### src/design/pwbt_pkg.sv
`timescale 1ns / 1ps
// Package for the pulse-width byte transmitter.
// Holds widths, segment kind codes, register indexes and the controller/datapath structs.
// No dependencies.
package pwbt_pkg;

	localparam int MAX_SYNC_PULSES = 15;
	localparam int DURATION_BITS   = 16;
	localparam int BITS_PER_BYTE   = 8;

	localparam int DUR_W      = DURATION_BITS;
	localparam int BYTE_W     = BITS_PER_BYTE;
	localparam int BIT_CNT_W  = $clog2(BITS_PER_BYTE);
	localparam int SYNC_REG_W = 4;
	localparam int SYNC_CNT_W = $clog2(MAX_SYNC_PULSES + 1);
	localparam int KIND_W     = 3;
	localparam int CFG_IDX_W  = 3;
	localparam int CFG_DATA_W = DUR_W;

	typedef logic [KIND_W-1:0] seg_kind_t;

	// Segment kinds as they appear on the output.
	localparam seg_kind_t KIND_LEAD  = 3'd0;
	localparam seg_kind_t KIND_HIGH  = 3'd1;
	localparam seg_kind_t KIND_SYNC  = 3'd2;
	localparam seg_kind_t KIND_ZERO  = 3'd3;
	localparam seg_kind_t KIND_ONE   = 3'd4;
	localparam seg_kind_t KIND_FINAL = 3'd5;

	// Configuration register indexes.
	localparam logic [CFG_IDX_W-1:0] REG_HIGH_TIME = 3'd0;
	localparam logic [CFG_IDX_W-1:0] REG_ZERO_BIT  = 3'd1;
	localparam logic [CFG_IDX_W-1:0] REG_ONE_BIT   = 3'd2;
	localparam logic [CFG_IDX_W-1:0] REG_SYNC_BIT  = 3'd3;
	localparam logic [CFG_IDX_W-1:0] REG_SYNC_REPS = 3'd4;
	localparam logic [CFG_IDX_W-1:0] REG_INVERT    = 3'd5;

	// Commands from the controller to the datapath.
	typedef struct packed {
		logic      load;
		logic      emit;
		logic      shift;
		logic      level;
		seg_kind_t kind;
		logic      last_seg;
	} pwbt_cmd_t;

	// Status from the datapath to the controller.
	typedef struct packed {
		logic [SYNC_CNT_W-1:0] syncs;
		logic                  data_msb;
		logic                  last_byte;
	} pwbt_status_t;

	// Clamp the programmed sync count to the supported maximum.
	function automatic logic [SYNC_CNT_W-1:0] clamp_syncs(input logic [SYNC_REG_W-1:0] v);
		if (int'(v) > MAX_SYNC_PULSES) begin
			return SYNC_CNT_W'(MAX_SYNC_PULSES);
		end
		return SYNC_CNT_W'(v);
	endfunction

endpackage

### src/design/pwbt_if.sv
`timescale 1ns / 1ps
// Valid/ready channel interfaces for the pulse-width byte transmitter.
// Depends on pwbt_pkg for field widths.
interface pwbt_byte_if;
	logic                      valid;
	logic                      ready;
	logic [pwbt_pkg::BYTE_W-1:0] data_byte;
	logic                      last_byte;

	modport source (output valid, output data_byte, output last_byte, input ready);
	modport sink (input valid, input data_byte, input last_byte, output ready);
endinterface

interface pwbt_seg_if;
	logic                         valid;
	logic                         ready;
	logic                         line_level;
	logic [pwbt_pkg::DUR_W-1:0]   duration_us;
	logic [pwbt_pkg::KIND_W-1:0]  segment_kind;
	logic                         last_segment;

	modport source (output valid, output line_level, output duration_us,
		output segment_kind, output last_segment, input ready);
	modport sink (input valid, input line_level, input duration_us,
		input segment_kind, input last_segment, output ready);
endinterface

### src/design/pulse_width_byte_transmitter.sv
`timescale 1ns / 1ps
// The first segment of a request is emitted from the state entered on acceptance.
// Throughput: one segment per cycle while the sink takes them; a request producing n segments
// (16 + 2 * sync count, plus 1 lead low on a new message, plus 2 for a last byte; at most 49)
// occupies the sequencer until its last segment is emitted; no new request is taken before then.
// Reset: configuration returns to 10, 20, 40, 80, 1, 0, no message open, output empty.
// Top level of the pulse-width byte transmitter; depends on pwbt_pkg, pwbt_if, pwbt_ctrl, pwbt_dp.
module pulse_width_byte_transmitter (
	input  logic                            clk,
	input  logic                            arst_n,
	input  logic                            cfg_we,
	input  logic [pwbt_pkg::CFG_IDX_W-1:0]  cfg_idx,
	input  logic [pwbt_pkg::CFG_DATA_W-1:0] cfg_wdata,
	pwbt_byte_if.sink                       byte_in,
	pwbt_seg_if.source                      seg_out
);
	import pwbt_pkg::*;

	pwbt_cmd_t    cmd;
	pwbt_status_t status;

	// Sequencer.
	pwbt_ctrl u_ctrl (
		.clk       (clk),
		.arst_n    (arst_n),
		.in_valid  (byte_in.valid),
		.in_ready  (byte_in.ready),
		.out_valid (seg_out.valid),
		.out_ready (seg_out.ready),
		.status    (status),
		.cmd       (cmd)
	);

	// Registers, duration selection and output segment.
	pwbt_dp u_dp (
		.clk          (clk),
		.arst_n       (arst_n),
		.cfg_we       (cfg_we),
		.cfg_idx      (cfg_idx),
		.cfg_wdata    (cfg_wdata),
		.data_byte    (byte_in.data_byte),
		.last_byte    (byte_in.last_byte),
		.cmd          (cmd),
		.status       (status),
		.line_level   (seg_out.line_level),
		.duration_us  (seg_out.duration_us),
		.segment_kind (seg_out.segment_kind),
		.last_segment (seg_out.last_segment)
	);

endmodule

### src/design/pwbt_dp.sv
`timescale 1ns / 1ps
// Datapath of the pulse-width byte transmitter: configuration registers,
// byte shift register, duration selection and the output segment register.
// Depends on pwbt_pkg.
module pwbt_dp (
	input  logic                              clk,
	input  logic                              arst_n,
	input  logic                              cfg_we,
	input  logic [pwbt_pkg::CFG_IDX_W-1:0]    cfg_idx,
	input  logic [pwbt_pkg::CFG_DATA_W-1:0]   cfg_wdata,
	input  logic [pwbt_pkg::BYTE_W-1:0]       data_byte,
	input  logic                              last_byte,
	input  pwbt_pkg::pwbt_cmd_t               cmd,
	output pwbt_pkg::pwbt_status_t            status,
	output logic                              line_level,
	output logic [pwbt_pkg::DUR_W-1:0]        duration_us,
	output logic [pwbt_pkg::KIND_W-1:0]       segment_kind,
	output logic                              last_segment
);
	import pwbt_pkg::*;

	logic [DUR_W-1:0]      high_time_q;
	logic [DUR_W-1:0]      zero_bit_q;
	logic [DUR_W-1:0]      one_bit_q;
	logic [DUR_W-1:0]      sync_bit_q;
	logic [SYNC_REG_W-1:0] sync_reps_q;
	logic                  invert_q;

	logic [BYTE_W-1:0]     byte_q;
	logic                  last_q;

	logic                  level_q;
	logic [DUR_W-1:0]      dur_q;
	seg_kind_t             kind_q;
	logic                  seg_last_q;

	logic [DUR_W-1:0]      period;
	logic [DUR_W-1:0]      low_len;
	logic [DUR_W-1:0]      dur_sel;

	// Configuration registers; the user must write them only while the block is idle, the block does not enforce it.
	always_ff @(posedge clk or negedge arst_n) begin
		if (!arst_n) begin
			high_time_q <= DUR_W'(10);
			zero_bit_q  <= DUR_W'(20);
			one_bit_q   <= DUR_W'(40);
			sync_bit_q  <= DUR_W'(80);
			sync_reps_q <= SYNC_REG_W'(1);
			invert_q    <= 1'b0;
		end else if (cfg_we) begin
			unique case (cfg_idx)
				REG_HIGH_TIME: high_time_q <= cfg_wdata;
				REG_ZERO_BIT:  zero_bit_q  <= cfg_wdata;
				REG_ONE_BIT:   one_bit_q   <= cfg_wdata;
				REG_SYNC_BIT:  sync_bit_q  <= cfg_wdata;
				REG_SYNC_REPS: sync_reps_q <= cfg_wdata[SYNC_REG_W-1:0];
				REG_INVERT:    invert_q    <= cfg_wdata[0];
				default: ;
			endcase
		end
	end

	// Byte shift register, MSB leaves first.
	always_ff @(posedge clk) begin
		if (cmd.load) begin
			byte_q <= data_byte;
			last_q <= last_byte;
		end else if (cmd.shift) begin
			byte_q <= {byte_q[BYTE_W-2:0], 1'b0};
		end
	end

	// Lead/high: high time; lows: bit period less high time, saturating at zero; final: zero.
	always_comb begin
		unique case (cmd.kind)
			KIND_SYNC: period = sync_bit_q;
			KIND_ONE:  period = one_bit_q;
			default:   period = zero_bit_q;
		endcase
		low_len = (period > high_time_q) ? (period - high_time_q) : '0;
		unique case (cmd.kind)
			KIND_LEAD, KIND_HIGH:          dur_sel = high_time_q;
			KIND_SYNC, KIND_ZERO, KIND_ONE: dur_sel = low_len;
			default:                        dur_sel = '0;
		endcase
	end

	// Output segment register, loaded once per emitted segment.
	always_ff @(posedge clk) begin
		if (cmd.emit) begin
			level_q    <= cmd.level ^ invert_q;
			dur_q      <= dur_sel;
			kind_q     <= cmd.kind;
			seg_last_q <= cmd.last_seg;
		end
	end

	assign status.syncs     = clamp_syncs(sync_reps_q);
	assign status.data_msb  = byte_q[BYTE_W-1];
	assign status.last_byte = last_q;

	assign line_level   = level_q;
	assign duration_us  = dur_q;
	assign segment_kind = kind_q;
	assign last_segment = seg_last_q;

endmodule

### src/design/pwbt_ctrl.sv
`timescale 1ns / 1ps
// Controller of the pulse-width byte transmitter: segment sequencer,
// sync and bit counters, message-open flag and output valid.
// Depends on pwbt_pkg.
module pwbt_ctrl (
	input  logic                   clk,
	input  logic                   arst_n,
	input  logic                   in_valid,
	output logic                   in_ready,
	output logic                   out_valid,
	input  logic                   out_ready,
	input  pwbt_pkg::pwbt_status_t status,
	output pwbt_pkg::pwbt_cmd_t    cmd
);
	import pwbt_pkg::*;

	localparam logic [2:0] ST_IDLE    = 3'd0;
	localparam logic [2:0] ST_LEAD    = 3'd1;
	localparam logic [2:0] ST_SYNC_HI = 3'd2;
	localparam logic [2:0] ST_SYNC_LO = 3'd3;
	localparam logic [2:0] ST_BIT_HI  = 3'd4;
	localparam logic [2:0] ST_BIT_LO  = 3'd5;
	localparam logic [2:0] ST_STOP_HI = 3'd6;
	localparam logic [2:0] ST_FINAL   = 3'd7;

	logic [2:0]            state_q;
	logic [2:0]            state_d;
	logic [SYNC_CNT_W-1:0] sync_cnt_q;
	logic [BIT_CNT_W-1:0]  bit_cnt_q;
	logic                  open_q;
	logic                  out_valid_q;
	logic                  slot_free;
	logic                  emit;
	logic                  sync_done;
	logic                  bits_done;
	logic [2:0]            first_body;

	assign slot_free  = !out_valid_q || out_ready;
	assign emit       = (state_q != ST_IDLE) && slot_free;
	assign in_ready   = (state_q == ST_IDLE);
	assign out_valid  = out_valid_q;
	assign sync_done  = (sync_cnt_q == status.syncs - SYNC_CNT_W'(1));
	assign bits_done  = (bit_cnt_q == BIT_CNT_W'(BITS_PER_BYTE - 1));
	assign first_body = (status.syncs != '0) ? ST_SYNC_HI : ST_BIT_HI;

	// Segment command for the current state.
	always_comb begin
		cmd          = '0;
		cmd.load     = in_valid && in_ready;
		cmd.emit     = emit;
		cmd.kind     = KIND_LEAD;
		unique case (state_q)
			ST_IDLE: ;
			ST_LEAD: cmd.kind = KIND_LEAD;
			ST_SYNC_HI, ST_BIT_HI, ST_STOP_HI: begin
				cmd.level = 1'b1;
				cmd.kind  = KIND_HIGH;
			end
			ST_SYNC_LO: cmd.kind = KIND_SYNC;
			ST_BIT_LO: begin
				cmd.kind     = status.data_msb ? KIND_ONE : KIND_ZERO;
				cmd.shift    = emit;
				cmd.last_seg = bits_done && !status.last_byte;
			end
			ST_FINAL: begin
				cmd.kind     = KIND_FINAL;
				cmd.last_seg = 1'b1;
			end
			default: ;
		endcase
	end

	// Next state of the sequencer.
	always_comb begin
		state_d = state_q;
		unique case (state_q)
			ST_IDLE:    if (in_valid) state_d = open_q ? first_body : ST_LEAD;
			ST_LEAD:    if (emit) state_d = first_body;
			ST_SYNC_HI: if (emit) state_d = ST_SYNC_LO;
			ST_SYNC_LO: if (emit) state_d = sync_done ? ST_BIT_HI : ST_SYNC_HI;
			ST_BIT_HI:  if (emit) state_d = ST_BIT_LO;
			ST_BIT_LO: begin
				if (emit) begin
					if (!bits_done) begin
						state_d = ST_BIT_HI;
					end else begin
						state_d = status.last_byte ? ST_STOP_HI : ST_IDLE;
					end
				end
			end
			ST_STOP_HI: if (emit) state_d = ST_FINAL;
			ST_FINAL:   if (emit) state_d = ST_IDLE;
			default:    state_d = ST_IDLE;
		endcase
	end

	// State, counters, message flag and output valid.
	always_ff @(posedge clk or negedge arst_n) begin
		if (!arst_n) begin
			state_q     <= ST_IDLE;
			sync_cnt_q  <= '0;
			bit_cnt_q   <= '0;
			open_q      <= 1'b0;
			out_valid_q <= 1'b0;
		end else begin
			state_q <= state_d;
			if (cmd.load) begin
				open_q     <= 1'b1;
				sync_cnt_q <= '0;
				bit_cnt_q  <= '0;
			end
			if (emit && state_q == ST_SYNC_LO) begin
				sync_cnt_q <= sync_cnt_q + SYNC_CNT_W'(1);
			end
			if (emit && state_q == ST_BIT_LO) begin
				bit_cnt_q <= bit_cnt_q + BIT_CNT_W'(1);
			end
			if (emit && state_q == ST_FINAL) begin
				open_q <= 1'b0;
			end
			if (emit) begin
				out_valid_q <= 1'b1;
			end else if (out_ready) begin
				out_valid_q <= 1'b0;
			end
		end
	end

	// An accepted request always starts a segment sequence.
	a_load_starts: assert property (@(posedge clk) disable iff (!arst_n)
		cmd.load |=> state_q != ST_IDLE)
		else $error("accepted request did not start the sequencer");

	// The segment flagged last returns the sequencer to idle.
	a_last_to_idle: assert property (@(posedge clk) disable iff (!arst_n)
		(emit && cmd.last_seg) |=> state_q == ST_IDLE)
		else $error("sequencer kept running after the last segment");

	// The final low closes the message.
	a_final_closes: assert property (@(posedge clk) disable iff (!arst_n)
		(emit && state_q == ST_FINAL) |=> !open_q)
		else $error("message still open after the final low");

	// The sync counter stays below the programmed count.
	a_sync_bound: assert property (@(posedge clk) disable iff (!arst_n)
		(state_q == ST_SYNC_HI || state_q == ST_SYNC_LO) |-> sync_cnt_q < status.syncs)
		else $error("sync counter overran the sync count");

endmodule

### src/flat_wrapper.sv
// flat-port wrapper written by rule: the top's interface ports become plain ports
module pulse_width_byte_transmitter_flat import pwbt_pkg::*;
  (clk, arst_n, cfg_we, cfg_idx, cfg_wdata, byte_in_valid, byte_in_data_byte, byte_in_last_byte, byte_in_ready, seg_out_valid, seg_out_line_level, seg_out_duration_us, seg_out_segment_kind, seg_out_last_segment, seg_out_ready);
  pwbt_byte_if byte_in_i ();
  pwbt_seg_if seg_out_i ();
  input  logic clk;
  input  logic arst_n;
  input  logic cfg_we;
  input  logic [pwbt_pkg::CFG_IDX_W-1:0] cfg_idx;
  input  logic [pwbt_pkg::CFG_DATA_W-1:0] cfg_wdata;
  input wire logic [$bits(byte_in_i.valid)-1:0] byte_in_valid;
  input wire logic [$bits(byte_in_i.data_byte)-1:0] byte_in_data_byte;
  input wire logic [$bits(byte_in_i.last_byte)-1:0] byte_in_last_byte;
  output wire logic [$bits(byte_in_i.ready)-1:0] byte_in_ready;
  output wire logic [$bits(seg_out_i.valid)-1:0] seg_out_valid;
  output wire logic [$bits(seg_out_i.line_level)-1:0] seg_out_line_level;
  output wire logic [$bits(seg_out_i.duration_us)-1:0] seg_out_duration_us;
  output wire logic [$bits(seg_out_i.segment_kind)-1:0] seg_out_segment_kind;
  output wire logic [$bits(seg_out_i.last_segment)-1:0] seg_out_last_segment;
  input wire logic [$bits(seg_out_i.ready)-1:0] seg_out_ready;
  assign byte_in_i.valid = byte_in_valid;
  assign byte_in_i.data_byte = byte_in_data_byte;
  assign byte_in_i.last_byte = byte_in_last_byte;
  assign byte_in_ready = byte_in_i.ready;
  assign seg_out_valid = seg_out_i.valid;
  assign seg_out_line_level = seg_out_i.line_level;
  assign seg_out_duration_us = seg_out_i.duration_us;
  assign seg_out_segment_kind = seg_out_i.segment_kind;
  assign seg_out_last_segment = seg_out_i.last_segment;
  assign seg_out_i.ready = seg_out_ready;
  pulse_width_byte_transmitter u_core (.clk(clk), .arst_n(arst_n), .cfg_we(cfg_we), .cfg_idx(cfg_idx), .cfg_wdata(cfg_wdata), .byte_in(byte_in_i), .seg_out(seg_out_i));
endmodule
### config.mk
export PLATFORM = sky130hd
export DESIGN_NAME = pulse_width_byte_transmitter_flat
export DESIGN_NICKNAME = d
export VERILOG_FILES = /design/src/design/pwbt_pkg.sv /design/src/design/pwbt_if.sv /design/src/design/pulse_width_byte_transmitter.sv /design/src/design/pwbt_dp.sv /design/src/design/pwbt_ctrl.sv /design/src/flat_wrapper.sv
export SDC_FILE = /design/constraint.sdc
export NUM_CORES = 1
export LEC_CHECK = 0
export BUFFER_PORTS_ARGS = -buffer_cell sky130_fd_sc_hd__buf_2
export CAP_MARGIN = 25
export CORE_AREA = 2 2 117 119
export DETAILED_ROUTE_END_ITERATION = 16
export DIE_AREA = 0 0 119 121
export SYNTH_ARGS = -nofsm -noshare
export SYNTH_HDL_FRONTEND = slang
export SYNTH_SLANG_ARGS = --single-unit
### constraint.sdc
create_clock -name clk -period 3.52 [get_ports clk]
set_clock_uncertainty 0.05 [all_clocks]
set_input_delay 0.352 -clock clk [delete_from_list [all_inputs] [get_ports clk]]
set_output_delay 0.352 -clock clk [all_outputs]
set_load 0.005 [all_outputs]
Word-level counts from Yosys, hierarchy flattened

Cells that the tools add are included.

Register bits after elaboration: 111
Word-level logic and storage cells: 110
Output and inout port bits: 23

Add/subtract/negate cells: 4
Magnitude comparators: 1
Equal/unequal tests: 26
Mux-type cells: 32
Bitwise gates (word level): 1
Reductions and logical operators: 29

Operators by type and width:

| operator                                          | number |
|---|---|
| case mux 16 bit (2 select lines)                  | 2 |
| two-way mux 3 bit                                 | 16 |
| == test 3 bit (second input constant)             | 8 |
| case mux 3 bit (8 select lines)                   | 1 |
| == test 3 x 2 -> 1 bit (second input constant)    | 6 |
| greater-than comparator 16 bit                    | 1 |
| two-way mux 16 bit                                | 1 |
| two-way mux 8 bit                                 | 2 |
| inequality test 2 bit (second input constant)     | 8 |
| subtractor 16 bit                                 | 1 |
| case mux 3 bit (4 select lines)                   | 1 |
| AND reduction 2 bit                               | 6 |
| nonzero test 2 bit                                | 5 |
| == test 3 x 1 -> 1 bit (second input constant)    | 3 |
| logical NOT 3 bit                                 | 3 |
| two-way mux 4 bit                                 | 2 |
| AND reduction 8 bit                               | 1 |
| logical AND 1 bit                                 | 6 |
| two-way mux 1 bit                                 | 6 |
| OR reduction 3 bit                                | 2 |
| adder 4 x 1 -> 4 bit (second input constant)      | 1 |
| == test 4 bit                                     | 1 |
| nonzero test 4 bit                                | 1 |
| subtractor 4 x 1 -> 4 bit (second input constant) | 1 |
| 7 further kinds                                   | 8 |

Longest topological paths before layout

Gate-level depths: netlist of the first run.

Depth after elaboration: 8
Mapped depth: 16
Mapped depth without buffers: 12

Cells and area by module

A second synthesis of the first run with hierarchy kept.

Cell total of the unflattened synthesis: 528
Area total of the unflattened synthesis: 5861.9 um^2

By module, submodules not included:

| module    | cells an instance | area an instance (um^2) | times used | seq. area each (um^2) |
|---|---|---|---|---|
| pwbt_dp   | 439               | 5018.6                  | 1          | 2638.8 |
| pwbt_ctrl | 89                | 843.3                   | 1          | 300.3 |

Worst setup path after synthesis of the first run

OpenSTA, ideal clock, no wires.

Path type: reg-to-reg
Start point: register u_core.u_ctrl.state_q[0]
End point: register u_core.u_dp.dur_q[12] (netlist: u_core.u_dp.duration_us[12]), data pin
Stages on the path, launching flop included: 15
Slack: 0.121 ns
Arrival: 3.092 ns
Period minus slack after synthesis: 3.399 ns
Buffers on the path: 2
Path through: dfrtp_1 clkbuf_8 nand2_1 nor3b_2 nor2_2 clkbuf_1 a21oi_1 ha_1 fa_1 nand2b_1 a21oi_2 o21ai_2 a2111oi_0 o21ai_0 a32o_1

Cells in the longest elaborated chain, start to end: 8
Elaborated cells between the ends (all ways): 20

RTL lines:

| item                                                                       | line                         | source |
|---|---|---|
| from (decl)                                                                | pwbt_ctrl.sv:26              | `logic [2:0] state_q;` |
| from (signal assigned)                                                     | pwbt_ctrl.sv:106             | `state_q <= state_d;` |
| == test 3 bit / == test 3 x 2 -> 1 bit (equally long branches)             | pwbt_ctrl.sv:52              | `unique case (state_q)` |
| OR reduction 3 bit                                                         | pwbt_ctrl.sv:52              |  |
| case mux 3 bit (4 select lines) (*)                                        | pwbt_ctrl.sv:52              |  |
| == test 3 bit / == test 3 x 2 -> 1 bit (equally long branches)             | pwbt_dp.sv:75, pwbt_dp.sv:81 |  |
| case mux 16 bit (2 select lines)                                           | pwbt_dp.sv:75                | `unique case (cmd.kind)` |
| subtractor 16 bit / greater-than comparator 16 bit (equally long branches) | pwbt_dp.sv:80                | `low_len = (period > high_time_q) ? (period - high_time_q) : '0;` |
| two-way mux 16 bit                                                         | pwbt_dp.sv:80                |  |
| case mux 16 bit (2 select lines) (*)                                       | pwbt_dp.sv:81                | `unique case (cmd.kind)` |
| net u_core.u_dp.dur_sel[12]                                                | pwbt_dp.sv:39                | `logic [DUR_W-1:0] dur_sel;` |
| to (signal assigned)                                                       | pwbt_dp.sv:92                | `dur_q <= dur_sel;` |
| to (decl)                                                                  | pwbt_dp.sv:33                | `logic [DUR_W-1:0] dur_q;` |

The timed path passes the listed nets; every way through them passes the cells marked *.
A chain may end at the register's enable or synchronous reset.

Worst setup path after layout of the first run

Start point: register u_core.u_ctrl.state_q[0]
End point: register u_core.u_dp.dur_q[14] (netlist: u_core.u_dp.duration_us[14]), data pin

Same word-level chain as after synthesis.

==> results of run 1 <==
==> cell families after synthesis <==
group / count (synthesis) / synth area share
simple gates: 133 / 0.115
compound gates: 122 / 0.148
flops: 111 / 0.509
mux: 60 / 0.117
buf+inv: 51 / 0.0410
fa+ha+maj: 21 / 0.0468
xor+xnor: 15 / 0.0228
==> state kept, by name (all words and copies together) (netlist names) <==
name	flops
u_core.u_dp.sync_reps_q	4
u_core.u_dp.duration_us	16
u_core.u_dp.invert_q	1
u_core.u_ctrl.bit_cnt_q	3
u_core.u_dp.byte_q	8
u_core.u_dp.zero_bit_q	16
u_core.u_dp.high_time_q	16
u_core.u_ctrl.sync_cnt_q	4
u_core.u_ctrl.out_valid	1
u_core.u_ctrl.open_q	1
u_core.u_ctrl.state_q	3
u_core.u_dp.line_level	1
u_core.u_dp.sync_bit_q	16
u_core.u_dp.segment_kind	3
u_core.u_dp.last_q	1
u_core.u_dp.one_bit_q	16
u_core.u_dp.last_segment	1
==> layout by cell type (no fill, tap or decap), types with 3 or more instances in the layout <==
master     synthesis  final
a21o_1             3      3
a21oi_1           14     14
a22o_1            11     11
a22oi_1           15     15
a31oi_1            8      8
a32o_1             7      7
and2_1             5      5
buf_2              9     54
buf_4              1     19
clkbuf_16          0      9
clkinv_2           0      3
dfrtp_1           72     71
dfstp_2            9      9
edfxtp_1          30     30
ha_1              20     20
inv_1             28     28
mux2_2            60     60
nand2_1           66     66
nand2b_1           5      5
nand3_1            7      7
nor2_1            18     17
nor2b_1            5      5
nor3_1             4      4
o21a_1             3      3
o21ai_0           35     35
o21ai_1            3      3
or3_1              4      4
xnor2_1            9      9
xor2_1             6      6
==> power breakdown <==
part           internal (mW)  total, mW  switching [mW]
Sequential              1.81       2.02           0.207
Combinational           1.22       2.76            1.54
Clock                  0.555       1.03           0.480
Total                   3.59       5.81            2.22
==> critical path: stages, from the launching register on <==
cell and delay, ns:
dfrtp_1 0.45, nand2_1 0.14, nor3b_4 0.29, nor2_2 0.10, buf_4 0.17, nand2_1 0.06, nand2_1 0.08, ha_1 0.37
a211oi_2 0.46, a211oi_2 0.17, or4_1 0.49, a41o_1 0.25
==> worst max path at each step <==
stage	start	to	depth (start not counted)
3_3_place_gp	u_core.u_ctrl.state_q[2]	u_core.u_dp.duration_us[12]	12
2_1_floorplan	u_core.u_ctrl.state_q[0]	u_core.u_dp.duration_us[12]	14
3_5_place_dp	u_core.u_ctrl.state_q[2]	u_core.u_dp.duration_us[12]	12
5_1_grt	u_core.u_ctrl.state_q[0]	u_core.u_dp.duration_us[14]	12
6_report	u_core.u_ctrl.state_q[0]	u_core.u_dp.duration_us[14]	11
4_1_cts	u_core.u_ctrl.state_q[2]	u_core.u_dp.duration_us[12]	12
==> routing by layer <==
| metal | GRT usage | vias to the layer above | part of all wire |
|---|---|---|---|
| met3 | 0.0404 | 15 | 0.044 |
| met4 | 0.0670 | 0 | 0.017 |
| met5 | 0 | - | 0 |
| met1 | 0.255 | 2026 | 0.47 |
| met2 | 0.299 | 91 | 0.47 |
| li1 | - | 2001 | - |
==> Yosys cell counts, types with 11 or more instances <==
master | instances | area [um^2]
nand2_1 | 66 | 248
edfxtp_1 | 30 | 901
a21oi_1 | 14 | 70.1
a22oi_1 | 15 | 113
dfrtp_1 | 72 | 1800
inv_1 | 28 | 105
ha_1 | 20 | 250
mux2_2 | 60 | 676
o21ai_0 | 35 | 175
nor2_1 | 18 | 67.6
a22o_1 | 11 | 96.3
==> cell type report <==
type                    instances  area [um^2]  share of cell area
multi-input cells             351         2670               0.397
well taps                     176          220              0.0328
flip-flops and latches        111         2940               0.438
inverters                      30          113              0.0168
clock buffers                   9          225              0.0336
repair buffers                 76          470              0.0701
diodes                          1         2.50            0.000373
clock inverters                 7         71.3              0.0106
==> metrics by stage <==
step                setup TNS [ns]  cells
CTS                              0    757
global placement                 0    741
detailed placement          -0.110    741
global route                     0    760
finish                           0    761
floorplan                        0    513
==> timing repair <==
action,4_1_cts,5_1_grt
hold buffers,0,1
gates resized for setup,1,5
hold endpoints to repair,0,15
cloned,0,0
setup endpoints to repair,1,16
buffers inserted,0,1
pin swaps,0,1
==> metrics.txt, run 1 <==
status finished, final reports clean; Wirelength per Cell 16.7 um; PwrDens 866 nW/um^2; Clk pin slew, worst setup/hold paths 0.07 ns; maximum clock path buffer count 2; initial antenna violation count 0; global-route wire length before repair 21100 um; die height 121 um; WP data required 3.58 ns; Pins Over Slew Limit 0; hold path depth 1; # setup viols final 0; GRT Util Overall 0.188; Max Clock Freq 300 MHz; post-place setup slack -0.110 ns; Post-synth EDFFs 30; Max-slew headroom 0.593; Port Buf Inserts 55; Vias 4133; number of max-cap violations 0; Detail Route Antenna Nets 0; TritonRoute pass-1 iters 4; Worst Hold Class in -> reg; worst-margin pin slew 0.605 ns; worst r2r path cells 11; largest net degree at the start of global routing 82; # clock sinks 111; Syn Area/Cell 11.3 um^2; Worst Setup End Kind flip-flop; num rows 42; CTS tree yes; syn_nets 567; register area share after synthesis 0.509; Unique masters post-synth 68; post-DR vias/cell 5.43; I/O pin total 56; Synth Flop Type dfrtp_1; Root Buffer clkbuf_16; RSZ-0062 raised after global routing false; Final #Nets 633; worst r2r src u_core.u_ctrl.state_q[0]; Layout area overhead 16.2%; DP HPWL 9080 um; GP Congestion 0.927; Min-Delay Endpoint u_core.u_dp.last_q; WHS 0.131 ns; DIE AREA 14400 um^2; critical path type reg -> reg; Final Cell Area 6710 um^2; fraction of registers with async set/reset 0.730; register-to-register path setup slack 0.19 ns; Gate Count Post-Synth 513; area of the mapped netlist 5770 um^2; area of the core 13100 um^2; H-tree lvl count 3; #FFs+latches synth 111; Final WS setup 0.189 ns; drt drc 0; Fin. Hold Viols 0; final worst-path cycle share 0.946; reg2reg end u_core.u_dp.duration_us[14]; maximum VDD drop 401 uV; width of the chip 119 um; area post-placement 6320 um^2; Design Power 5.81 mW; layout cells sized above 1 0.317; fillers 1156; gr ovfl total 0; minimum clock period 3.33 ns; clk_lat worst skew 0.36 ns; crit path max fanout 6; CP Launch Type flip-flop; Starting DRT DRC Count 238; min-delay src byte_in_last_byte; Routed Wire Length 12700 um; vias in the first global route 4146; leakage 2.89 nW; total CTS buffers 9; Initial Utilization 0.441; Layout Utilization 0.513; WP data arrival 3.39 ns; yosys warns 0
Note: power is estimated with default switching activity, not from simulation.
==> inputs of run 2 (changes only) <==
--- a/config.mk
+++ b/config.mk
@@ -5,6 +5,7 @@
 export SDC_FILE = /design/constraint.sdc
 export NUM_CORES = 1
 export LEC_CHECK = 0
+export ABC_CLOCK_PERIOD_IN_PS = 4300
 export BUFFER_PORTS_ARGS = -buffer_cell sky130_fd_sc_hd__buf_2
 export CAP_MARGIN = 25
 export CORE_AREA = 2 2 117 119
==> constraint.sdc (replaced) <==
create_clock -name clk -period 4.3 [get_ports clk]
set_clock_uncertainty 0.05 [all_clocks]
set_input_delay 0.43 -clock clk [delete_from_list [all_inputs] [get_ports clk]]
set_output_delay 0.43 -clock clk [all_outputs]
set_load 0.005 [all_outputs]
==> run 2 against run 1 <==
Effect of this change: critical path depth increased by 1; clock power fell by 22%; non-clock buffer count shrank 7; first-iteration DRC count rose by 38%; worst hold slack gained 0.059 ns; sequential share of layout area up 0.63 points; setup slack improved by 0.022 ns; register-to-register slack better by 0.02 ns; flip-flop and latch count unchanged; maximum frequency shrank 19%; clock-buffer cell count rose by 4; largest power group unchanged.
==> metrics.txt, run 2 (synthesis gave the netlist of run 1 again) <==
status finished, final reports clean; RSZ-0062 raised after global routing false; Wirelength per Cell 16.5 um; critical path type reg -> reg; most common cell after layout, fill and taps aside dfrtp_1; Fin. Hold Viols 0; maximum VDD drop 256 uV; GP Congestion 0.913; area post-placement 6300 um^2; final worst-path cycle share 0.951; largest net degree at the start of global routing 82; number of max-cap violations 0; fin cells 753; initial antenna violation count 0; WP data required 4.37 ns; slowest cell delay on critical path 0.65 ns; DP HPWL 9030 um; DIE AREA 14400 um^2; area of the core 13100 um^2; Worst Setup End Kind flip-flop; Vias 4079; die height 121 um; Max-slew headroom 0.509; Pins Over Slew Limit 0; CP Launch Type flip-flop; CP bufs+invs 1; num rows 42; critical-path cell list clkinv_1 -> nor3_4 -> a22o_1 -> a21oi_1 -> ha_1 -> fa_1 -> nand2b_1 -> a21oi_2 -> o21ai_2 -> a2111oi_0 -> o21ai_0 -> a32o_1; width of the chip 119 um; vias in the first global route 4064; PwrDens 695 nW/um^2; Initial Utilization 0.441; Detail Route Antenna Nets 0; top sig layer met4; Root Buffer clkbuf_16; leakage 2.85 nW; maximum clock path buffer count 2; global-route wire length before repair 20500 um; Routed met3 length 504 um; Design Power 4.60 mW; M1 WL 5890 um; post-DR vias/cell 5.42; Clk pin slew, worst setup/hold paths 0.07 ns; WP data arrival 4.16 ns; H-tree lvl count 3; most frequent cells in the layout dfrtp_1, nand2_1, mux2_2, buf_2, o21ai_0; Port Buf Inserts 55; GRT Util Overall 0.184; WHS 0.191 ns; Resized cells post-CTS 0; setup_tns 0 ns; Largest delay share family, worst path compound AO/OA/AOI/OAI gates; minimum clock period 4.09 ns; Final Cell Area 6610 um^2; Routed Wire Length 12400 um; crit path max fanout 9; Layout area overhead 14.5%; ant diodes 0; Slowest cell on crit path a2111oi_0; # setup viols final 0; # clock sinks 111; fillers 1166; TritonRoute pass-1 iters 4; worst-margin pin slew 0.718 ns; CTS tree yes; drt drc 0; layout cells sized above 1 0.298; I/O pin total 56; Max Clock Freq 245 MHz; total CTS buffers 9; gr ovfl total 0; post-CTS setup buffers 0; Starting DRT DRC Count 328; Worst Hold Class in -> reg; Final #Nets 626; WL met2 5810 um; placed cell count 735; clk_lat worst skew 0.36 ns
-- run 2: worst register-to-register path: cells and delay by family (launching register included) --
family,cells,cell delay [ns]
AOI/OAI and AO/OA,7,1.62
and+or+nand+nor,2,0.65
adders and majority gates,2,0.61
DFF,1,0.58
buffers and inverters,1,0.33
-- run 2: power breakdown --
| part | switching [mW] | internal, mW | leakage, nW |
|---|---|---|---|
| logic | 1.21 | 0.932 | 1.45 |
| clock network | 0.378 | 0.428 | 0.139 |
| registers | 0.163 | 1.48 | 1.26 |
| total | 1.75 | 2.84 | 2.85 |
-- run 2: timing repair --
| item | 4_1_cts | 5_1_grt |
|---|---|---|
| hold endpoints to repair | 0 | 9 |
| endpoints found under the setup margin | 0 | 0 |
| hold buffers | 0 | 1 |
-- run 2: path summary, 6_finish.rpt --
check	startpoint	endpoint	slack [ns]	cells after the start
max reg2reg	u_core.u_ctrl.state_q[0]	u_core.u_dp.duration_us[12]	0.21	12
max in group asynchronous	arst_n	u_core.u_dp.high_time_q[3]	3.17	3
min	byte_in_last_byte	u_core.u_dp.last_q	0.19	1
min in group asynchronous	arst_n	u_core.u_ctrl.sync_cnt_q[1]	0.40	2
max	u_core.u_ctrl.state_q[0]	u_core.u_dp.duration_us[12]	0.21	12
min reg2reg	u_core.u_ctrl.bit_cnt_q[2]	u_core.u_ctrl.bit_cnt_q[2]	0.46	1
-- run 2: stage by stage --
stage	util	setup slack (ns)
finish	0.505	0.211
global placement	0.479	0.313
detailed placement	0.481	0.299
global route	0.505	0.0534
CTS	0.502	0.291
floorplan	-	0.901
-- run 2: per-layer routing --
| metal | vias up | global-route usage |
|---|---|---|
| li1 | 1985 | - |
| met1 | 1988 | 0.247 |
| met2 | 92 | 0.292 |
| met3 | 14 | 0.0376 |
| met4 | 0 | 0.0759 |
| met5 | - | 0 |
-- run 2: cell type report --
| class | instances | area [um^2] | share of cell area |
|---|---|---|---|
| multi-input cells | 351 | 2650 | 0.400 |
| repair buffers | 69 | 417 | 0.0630 |
| clock buffers | 13 | 262 | 0.0396 |
| well taps | 176 | 220 | 0.0333 |
| clock inverters | 3 | 16.3 | 0.00246 |
| inverters | 30 | 113 | 0.0170 |
| flip-flops and latches | 111 | 2940 | 0.445 |
==> inputs of run 3 (changes only) <==
--- a/config.mk
+++ b/config.mk
@@ -5,7 +5,7 @@
 export SDC_FILE = /design/constraint.sdc
 export NUM_CORES = 1
 export LEC_CHECK = 0
-export ABC_CLOCK_PERIOD_IN_PS = 4300
+export ABC_CLOCK_PERIOD_IN_PS = 5000
 export BUFFER_PORTS_ARGS = -buffer_cell sky130_fd_sc_hd__buf_2
 export CAP_MARGIN = 25
 export CORE_AREA = 2 2 117 119
==> constraint.sdc (replaced) <==
create_clock -name clk -period 5 [get_ports clk]
set_clock_uncertainty 0.05 [all_clocks]
set_input_delay 0.5 -clock clk [delete_from_list [all_inputs] [get_ports clk]]
set_output_delay 0.5 -clock clk [all_outputs]
set_load 0.005 [all_outputs]
==> run 3 against run 2 <==
Effect of this change: maximum frequency fell by 0.86%; clock power fell by 13%; non-clock buffer count fell by 5; flip-flop and latch count did not move; final area fell by 0.62%; power fell by 13%; highest routed layer unchanged; combinational power fell by 14%; final cell count fell by 0.66%; utilization fell by 0.32 points.
==> metrics.txt, run 3 (synthesis gave the netlist of run 1 again) <==
status finished, final reports clean; cts hold-fix bufs 0; CP Depth 12; Layout area overhead 13.8%; final worst-path cycle share 0.825; GP Congestion 0.911; Vias 4076; area post-placement 6290 um^2; critical path type reg -> reg; Root Buffer clkbuf_16; minimum clock period 4.12 ns; WP data arrival 4.19 ns; I/O pin total 56; maximum VDD drop 216 uV; # clock sinks 111; largest net degree at the start of global routing 49; placed cell count 732; setup_tns 0 ns; Final #Nets 621; Final Cell Area 6570 um^2; gr ovfl total 0; crit path max fanout 15; width of the chip 119 um; total CTS buffers 9; Slowest cell on crit path dfrtp_1; register-to-register path setup slack 0.88 ns; Worst Setup End Kind flip-flop; worst r2r path cells 12; crit path to u_core.u_dp.duration_us[12]; most common cell after layout, fill and taps aside dfrtp_1; worst r2r src u_core.u_ctrl.state_q[2]; Routed Wire Length 13000 um; Starting DRT DRC Count 252; Largest delay share family, worst path compound AO/OA/AOI/OAI gates; post-DR vias/cell 5.45; CTS tree yes; most frequent cells in the layout dfrtp_1, nand2_1, mux2_2, buf_2, o21ai_0; worst-margin pin slew 0.677 ns; PwrDens 607 nW/um^2; Max Clock Freq 242 MHz; Pins Over Slew Limit 0; critical-path cell list nand2_1 -> nor3b_2 -> a22o_1 -> a21oi_1 -> ha_1 -> fa_1 -> nand2b_1 -> a21oi_2 -> o21ai_2 -> a2111oi_0 -> o21ai_0 -> a32o_1; DP HPWL 9260 um; CP Launch Type flip-flop; initial antenna violation count 0; num rows 42; Resized cells post-CTS 0; global-route wire length before repair 21400 um; Crit. Startpoint u_core.u_ctrl.state_q[2]; RSZ-0062 raised after global routing false; reg2reg end u_core.u_dp.duration_us[12]; slowest cell delay on critical path 0.67 ns; Initial Utilization 0.441; number of max-cap violations 0; fin cells 748; vias in the first global route 4197; drt drc 0; # setup viols final 0; TritonRoute pass-1 iters 4; maximum clock path buffer count 2; Fin. Hold Viols 0; H-tree lvl count 3; GRT Util Overall 0.191; die height 121 um; post-CTS setup buffers 0; DIE AREA 14400 um^2; layout cells sized above 1 0.294; area of the core 13100 um^2; CP bufs+invs 0; ant diodes 0; WP data required 5.06 ns; Max-slew headroom 0.548; Detail Route Antenna Nets 0; Worst Hold Class in -> async; Port Buf Inserts 55; Layout Utilization 0.502; Wirelength per Cell 17.3 um; clk_lat worst skew 0.36 ns; Clk pin slew, worst setup/hold paths 0.07 ns; leakage 2.82 nW
==> run 3: cell types whose count changed in the layout (fill, tap and decap cells not counted), sizes merged <==
cell / change
bufinv: +1
dlygate4sd3: -1
buf: -4
clkbuf: -3
inv: -1
clkinv: +3
==> run 3: worst reg2reg max path: stages (launching register included) <==
cell and delay (ns):
dfrtp_1 0.67, nand2_1 0.27, nor3b_2 0.53, a22o_1 0.23, a21oi_1 0.05, ha_1 0.24, fa_1 0.38, nand2b_1 0.20
a21oi_2 0.18, o21ai_2 0.12, a2111oi_0 0.54, o21ai_0 0.14, a32o_1 0.28
==> run 3: where the power goes <==
part | total (mW) | switching, mW | internal (mW) | leakage, nW
sequential | 1.44 | 0.168 | 1.28 | 1.26
clock | 0.704 | 0.321 | 0.383 | 0.141
combinational | 1.84 | 1.05 | 0.784 | 1.42
==> run 3: layout make-up <==
cell class | count | area, um^2
clock buffers | 10 | 229
clock inverters | 6 | 52.6
fillers | 1201 | 6520
inverters | 30 | 113
multi-input cells | 351 | 2640
flip-flops and latches | 111 | 2940
well taps | 176 | 220
repair buffers | 64 | 380
==> run 3: worst min path at each step <==
stage,end,slack (ns),cells past startpoint
5_1_grt,u_core.u_ctrl.sync_cnt_q[0],0.08,1
2_1_floorplan,u_core.u_ctrl.bit_cnt_q[0],0.15,0
4_1_cts,u_core.u_ctrl.sync_cnt_q[0],0.06,1
3_5_place_dp,u_core.u_dp.one_bit_q[1],0.44,1
6_report,u_core.u_ctrl.sync_cnt_q[0],0.05,1
3_3_place_gp,u_core.u_dp.one_bit_q[1],0.43,1
==> run 3: metal layers <==
| metal | GRT usage | wire length, um | up-vias |
|---|---|---|---|
| met2 | 0.310 | 6130 | 94 |
| met4 | 0.0766 | 272 | 0 |
| met1 | 0.255 | 6080 | 1995 |
| li1 | - | - | 1966 |
| met3 | 0.0334 | 472 | 21 |
| met5 | 0 | 0 | - |
==> run 3: through the flow <==
stage | hold WS [ns] | setup slack [ns] | total power, mW
finish | 0.0472 | 0.875 | 3.99
global route | 0.0792 | 0.558 | 4.28
CTS | 0.0619 | 0.893 | 4.00
detailed placement | 0.438 | 0.909 | 3.27
global placement | 0.434 | 1.02 | 3.23
floorplan | 0.154 | 1.60 | 2.81
